File: src/smirz_pkg.sv
// ============================================================================
// smirz_pkg
// Shared types, codes and helpers for the square matrix invert, rotate and
// zoom block.
// ============================================================================
package smirz_pkg;

    localparam int DATA_W  = 32;
    localparam int COORD_W = 5;
    localparam int SIZE_W  = 5;
    localparam int OP_W    = 3;

    localparam logic [SIZE_W-1:0] SIZE_RESET = 5'd16;

    // Opcodes carried by an input word.
    localparam logic [OP_W-1:0] OP_WRITE  = 3'd0;
    localparam logic [OP_W-1:0] OP_READ   = 3'd1;
    localparam logic [OP_W-1:0] OP_INVERT = 3'd2;
    localparam logic [OP_W-1:0] OP_ROTATE = 3'd3;
    localparam logic [OP_W-1:0] OP_ZOOM   = 3'd4;

    typedef enum logic [3:0] {
        ST_IDLE,
        ST_READ,
        ST_INV,
        ST_INV_DRAIN,
        ST_GATHER,
        ST_GATHER_DRAIN,
        ST_COPY,
        ST_COPY_DRAIN,
        ST_FINISH
    } t_state;

    // Which sweep the walker is running.
    typedef enum logic [1:0] {
        MODE_INVERT,
        MODE_GATHER,
        MODE_COPY
    } t_mode;

    typedef struct packed {
        logic  accept;
        logic  capture;
        logic  step;
        logic  walk_clear;
        logic  out_load;
        t_mode mode;
    } t_dp_cmd;

    typedef struct packed {
        logic idx_err;
        logic walk_last;
    } t_dp_status;

    // Zero becomes one, everything else becomes zero.
    function automatic logic [DATA_W-1:0] invert_elem(input logic [DATA_W-1:0] value);
        logic [DATA_W-1:0] res;
        res = (value == '0) ? DATA_W'(1) : '0;
        return res;
    endfunction

endpackage

File: src/smirz_ctrl.sv
// ============================================================================
// smirz_ctrl
// Sequencer for the matrix block: accepts one word, steps the datapath
// through the access or sweep it needs, and hands the result to the output.
// ============================================================================
module smirz_ctrl (
    input  logic                          i_clk,
    input  logic                          i_rst_n,
    input  logic                          i_valid,
    input  logic [smirz_pkg::OP_W-1:0]    i_opcode,
    input  logic                          i_stall,
    input  smirz_pkg::t_dp_status         i_status,
    output smirz_pkg::t_dp_cmd            o_cmd,
    output logic                          o_stall,
    output logic                          o_valid
);

    smirz_pkg::t_state r_state;
    smirz_pkg::t_state n_state;
    logic              r_out_valid;
    logic              n_out_valid;
    logic              out_free;

    assign out_free = !r_out_valid || !i_stall;

    always_ff @(posedge i_clk) begin
        if (!i_rst_n) begin
            r_state     <= smirz_pkg::ST_IDLE;
            r_out_valid <= 1'b0;
        end else begin
            r_state     <= n_state;
            r_out_valid <= n_out_valid;
        end
    end

    // Next state.
    always_comb begin
        n_state = r_state;
        case (r_state)
            smirz_pkg::ST_IDLE: begin
                if (i_valid) begin
                    case (i_opcode)
                        smirz_pkg::OP_READ,
                        smirz_pkg::OP_ZOOM: begin
                            n_state = i_status.idx_err ? smirz_pkg::ST_FINISH
                                                       : smirz_pkg::ST_READ;
                        end
                        smirz_pkg::OP_INVERT: n_state = smirz_pkg::ST_INV;
                        smirz_pkg::OP_ROTATE: n_state = smirz_pkg::ST_GATHER;
                        default:              n_state = smirz_pkg::ST_FINISH;
                    endcase
                end
            end
            smirz_pkg::ST_READ: n_state = smirz_pkg::ST_FINISH;
            smirz_pkg::ST_INV: begin
                if (i_status.walk_last) begin
                    n_state = smirz_pkg::ST_INV_DRAIN;
                end
            end
            smirz_pkg::ST_INV_DRAIN: n_state = smirz_pkg::ST_FINISH;
            smirz_pkg::ST_GATHER: begin
                if (i_status.walk_last) begin
                    n_state = smirz_pkg::ST_GATHER_DRAIN;
                end
            end
            smirz_pkg::ST_GATHER_DRAIN: n_state = smirz_pkg::ST_COPY;
            smirz_pkg::ST_COPY: begin
                if (i_status.walk_last) begin
                    n_state = smirz_pkg::ST_COPY_DRAIN;
                end
            end
            smirz_pkg::ST_COPY_DRAIN: n_state = smirz_pkg::ST_FINISH;
            smirz_pkg::ST_FINISH: begin
                if (out_free) begin
                    n_state = smirz_pkg::ST_IDLE;
                end
            end
            default: n_state = smirz_pkg::ST_IDLE;
        endcase
    end

    // Commands to the datapath and handshake outputs.
    always_comb begin
        o_cmd            = '0;
        o_cmd.mode       = smirz_pkg::MODE_INVERT;
        n_out_valid      = r_out_valid && i_stall;
        case (r_state)
            smirz_pkg::ST_IDLE: begin
                o_cmd.accept     = i_valid;
                o_cmd.walk_clear = 1'b1;
            end
            smirz_pkg::ST_READ: o_cmd.capture = 1'b1;
            smirz_pkg::ST_INV: begin
                o_cmd.step = 1'b1;
                o_cmd.mode = smirz_pkg::MODE_INVERT;
            end
            smirz_pkg::ST_INV_DRAIN: o_cmd.mode = smirz_pkg::MODE_INVERT;
            smirz_pkg::ST_GATHER: begin
                o_cmd.step = 1'b1;
                o_cmd.mode = smirz_pkg::MODE_GATHER;
            end
            smirz_pkg::ST_GATHER_DRAIN: begin
                o_cmd.mode       = smirz_pkg::MODE_GATHER;
                o_cmd.walk_clear = 1'b1;
            end
            smirz_pkg::ST_COPY: begin
                o_cmd.step = 1'b1;
                o_cmd.mode = smirz_pkg::MODE_COPY;
            end
            smirz_pkg::ST_COPY_DRAIN: o_cmd.mode = smirz_pkg::MODE_COPY;
            smirz_pkg::ST_FINISH: begin
                o_cmd.out_load = out_free;
                if (out_free) begin
                    n_out_valid = 1'b1;
                end
            end
            default: o_cmd = '0;
        endcase
    end

    assign o_stall = (r_state != smirz_pkg::ST_IDLE);
    assign o_valid = r_out_valid;

`ifndef SYNTHESIS
    a_load_returns_idle: assert property (@(posedge i_clk) disable iff (!i_rst_n)
        o_cmd.out_load |=> (r_state == smirz_pkg::ST_IDLE))
        else $error("controller did not return to idle after loading a result");

    a_drain_after_last: assert property (@(posedge i_clk) disable iff (!i_rst_n)
        (r_state == smirz_pkg::ST_COPY_DRAIN) |->
            ($past(r_state) == smirz_pkg::ST_COPY && $past(i_status.walk_last)))
        else $error("copy drain entered before the last element was read");
`endif

endmodule

File: config.mk
export PLATFORM = sky130hd
export DESIGN_NAME = smirz_ctrl
export DESIGN_NICKNAME = d
export VERILOG_FILES = /design/src/smirz_pkg.sv /design/src/smirz_ctrl.sv
export SDC_FILE = /design/constraint.sdc
export NUM_CORES = 1
export LEC_CHECK = 0
export BUFFER_PORTS_ARGS = -buffer_cell sky130_fd_sc_hd__buf_4
export CAP_MARGIN = 10
export CORE_AREA = 2 2 39 41
export DETAILED_ROUTE_END_ITERATION = 10
export DIE_AREA = 0 0 41 43
export GPL_ROUTABILITY_DRIVEN = 0
export HOLD_SLACK_MARGIN = 0.05
export PLACE_DENSITY = 0.61
export SYNTH_ARGS = -nofsm -noshare
export SYNTH_HDL_FRONTEND = slang
export SYNTH_SLANG_ARGS = --single-unit
File: constraint.sdc
create_clock -name i_clk -period 1.7 [get_ports i_clk]
set_input_delay 0.17 -clock i_clk [delete_from_list [all_inputs] [get_ports i_clk]]
set_output_delay 0.17 -clock i_clk [all_outputs]
set_load 0.02 [all_outputs]
==> metrics.txt <==
layout cells sized above 1=0.361; Hold EP=o_valid; Max transition margin=0.747; syn nets=slightly above 60; Yosys reg bits=5; Post-synth EDFFs=0; Leakage Power=roughly 0.00025 uW; worst setup margin=around 27 ps; nets=roughly 80; Hold Path Cell Cnt=3; Setup CP Type=reg -> out; Initial DRT Pass Iterations=4; area of the multi-input gates=262 um2; Hold WS=about 210 ps; total negative slack=0 ps; DIE HEIGHT=about 43 um; Syn Inst Count=52; number of global-route vias before repair=between 300 and 400; post-DR wirelength/cell=11.3 um; register area share after synthesis=0.257; DP Worst Slack=approximately 150 ps; Seq. cell area=101 um2; critical path endpoint category=output pin; CTS Buf Count=3; H-tree Lvls=1; CTS max path bufs=2; root buffer cell=clkbuf_4; maximum VDD drop=336 uV; # resized after CTS=2; CTS tree=done; max-slew violations=0; Worst-path clk slew=~50 ps; drt total wl=roughly 990 um; Pwr Density=986 mW/mm2; row cnt=14; R2R Path End=r_state[3]; top cells by count, synth=dfxtp_1, nor2_1, nor3b_1; final core utilization=0.415; fmax=598 MHz; Design Power=between 500 and 600 uW; die area=between 0.0015 and 0.002 mm2; clock skew=a little under 9 ps; Worst Path Required=~1500 ps; Antenna Nets Post-Route=0; Final Hold Viols=0; Die W=around 40 um; initial DRC count=12; status=completed; Area Growth Syn to Fin=47.6%; CP Launch Type=flop; antenna cell count=0; grt total ovfl=0; # Post-CTS Setup Buffers=0; FFs w/ async S/R, synth=0; Ys Warns=0; Worst Path Arrival=~1500 ps; hold path startpoint=i_stall; reg2reg start=r_state[1]; Fillers=163; Most used DFF post-synth=dfxtp_1; via/cell ratio=approximately 5.3; Synth area leader=dfxtp_1; core area=between 0.001 and 0.0015 mm2; reg-to-reg setup timing slack=between 150 and 200 ps; CTS sink count=5; average size of a mapped cell=between 7 and 8 um2; min Tclk post-route=roughly 1700 ps; IO Port Bufs=17; first-pass GRT wire length=~1500 um; Hold Path Class=in -> reg; count leader, synth=dfxtp_1; Clk Latency, worst-skew pair=between 200 and 300 ps; largest net degree at the start of global routing=14; Synth area leaders=dfxtp_1, nor3b_1, nor2b_1, nand4b_1, xor2_1; Tot GR Track Use=0.124; routed via count=462; Worst-Margin Slew=between 300 and 400 ps; unrepaired setup endpoints after global routing=yes; CP Max Fanout=7; CTS Hold Buffers Added=0; Worst Reg-to-Reg Cells=3; period utilization=0.984; antenna violations before repair=0; starting density of the core=0.281; Final Setup Violations=0; post-synthesis cell type count=29; Synth top area share=0.257; Max Cap Viol=0; io pins=18; HPWL reported at the end of detailed placement=roughly 730 um; Remaining DRCs=0; mapped cell area=~400 um2
==> placed cells by master (no fill, tap or decap), types with 2 or more instances in the layout <==
cell	Yosys	routed
a21oi_1	3	3
nor2b_1	3	3
dfxtp_1	5	4
clkbuf_4	0	3
nor3b_1	4	4
buf_4	0	20
nand2_1	2	2
inv_1	3	3
nor2_1	4	4
xor2_1	2	2
o21ai_1	2	2
nand4b_1	2	2
==> registers in the layout (all words and copies together), names as in the netlist <==
| name | cells |
|---|---|
| o_valid | 1 |
| r_state | 4 |
==> power by group <==
group	total [uW]	internal (uW)	switching (uW)
clock network	140	88.9	50.9
registers	157	133	24.6
logic	269	128	142
total	566	349	217
==> logic make-up (layout without fill, tap and decap cells) <==
logic type                after synthesis  count (layout)  synth area share
AOI/OAI and AO/OA                      13              13             0.225
xor gates and xnor gates                2               2            0.0450
buffers and inverters                   8              28            0.0868
DFF                                     5               5             0.257
and+or+nand+nor                        24              24             0.386
==> critical path, stage by stage (launching register included) <==
cell and delay [ps]:
dfxtp_1 370, buf_4 190, nor4_2 390, and2_1 180, buf_4 130
==> per-stage QoR <==
stage / cells / cell area [um2]
finish: 88 / 574
global route: 88 / 574
CTS: 88 / 574
detailed placement: 84 / 541
global placement: 84 / 541
floorplan: 52 / 389
==> how the worst max path moves through the flow <==
stage | from | to | slack (ps) | cells after the start
global placement | r_state[2] | r_state[3] | 160 | 3
detailed placement | r_state[2] | r_state[3] | 150 | 3
global route | r_state[1] | o_cmd[6] | -40 | 4
finish | r_state[1] | o_cmd[6] | 30 | 4
floorplan | r_state[0] | o_cmd[2] | 200 | 3
CTS | r_state[1] | o_cmd[2] | 40 | 3
==> per-layer routing <==
metal | track usage | up-vias | part of all wire
li1 | - | 231 | -
met1 | 0.165 | 206 | 0.45
met2 | 0.159 | 25 | 0.46
met3 | 0.0681 | 0 | 0.092
met4 | 0.0533 | 0 | 0
met5 | 0 | - | 0
==> area by class of cell <==
class                      count  share of cell area
clock buffer                   4              0.0458
sequential                     5               0.176
multi-input combinational     39               0.455
tap                           16              0.0349
timing repair buffer          20               0.261
inverter                       4              0.0261
No activity file was read; power rests on OpenSTA's default activity.
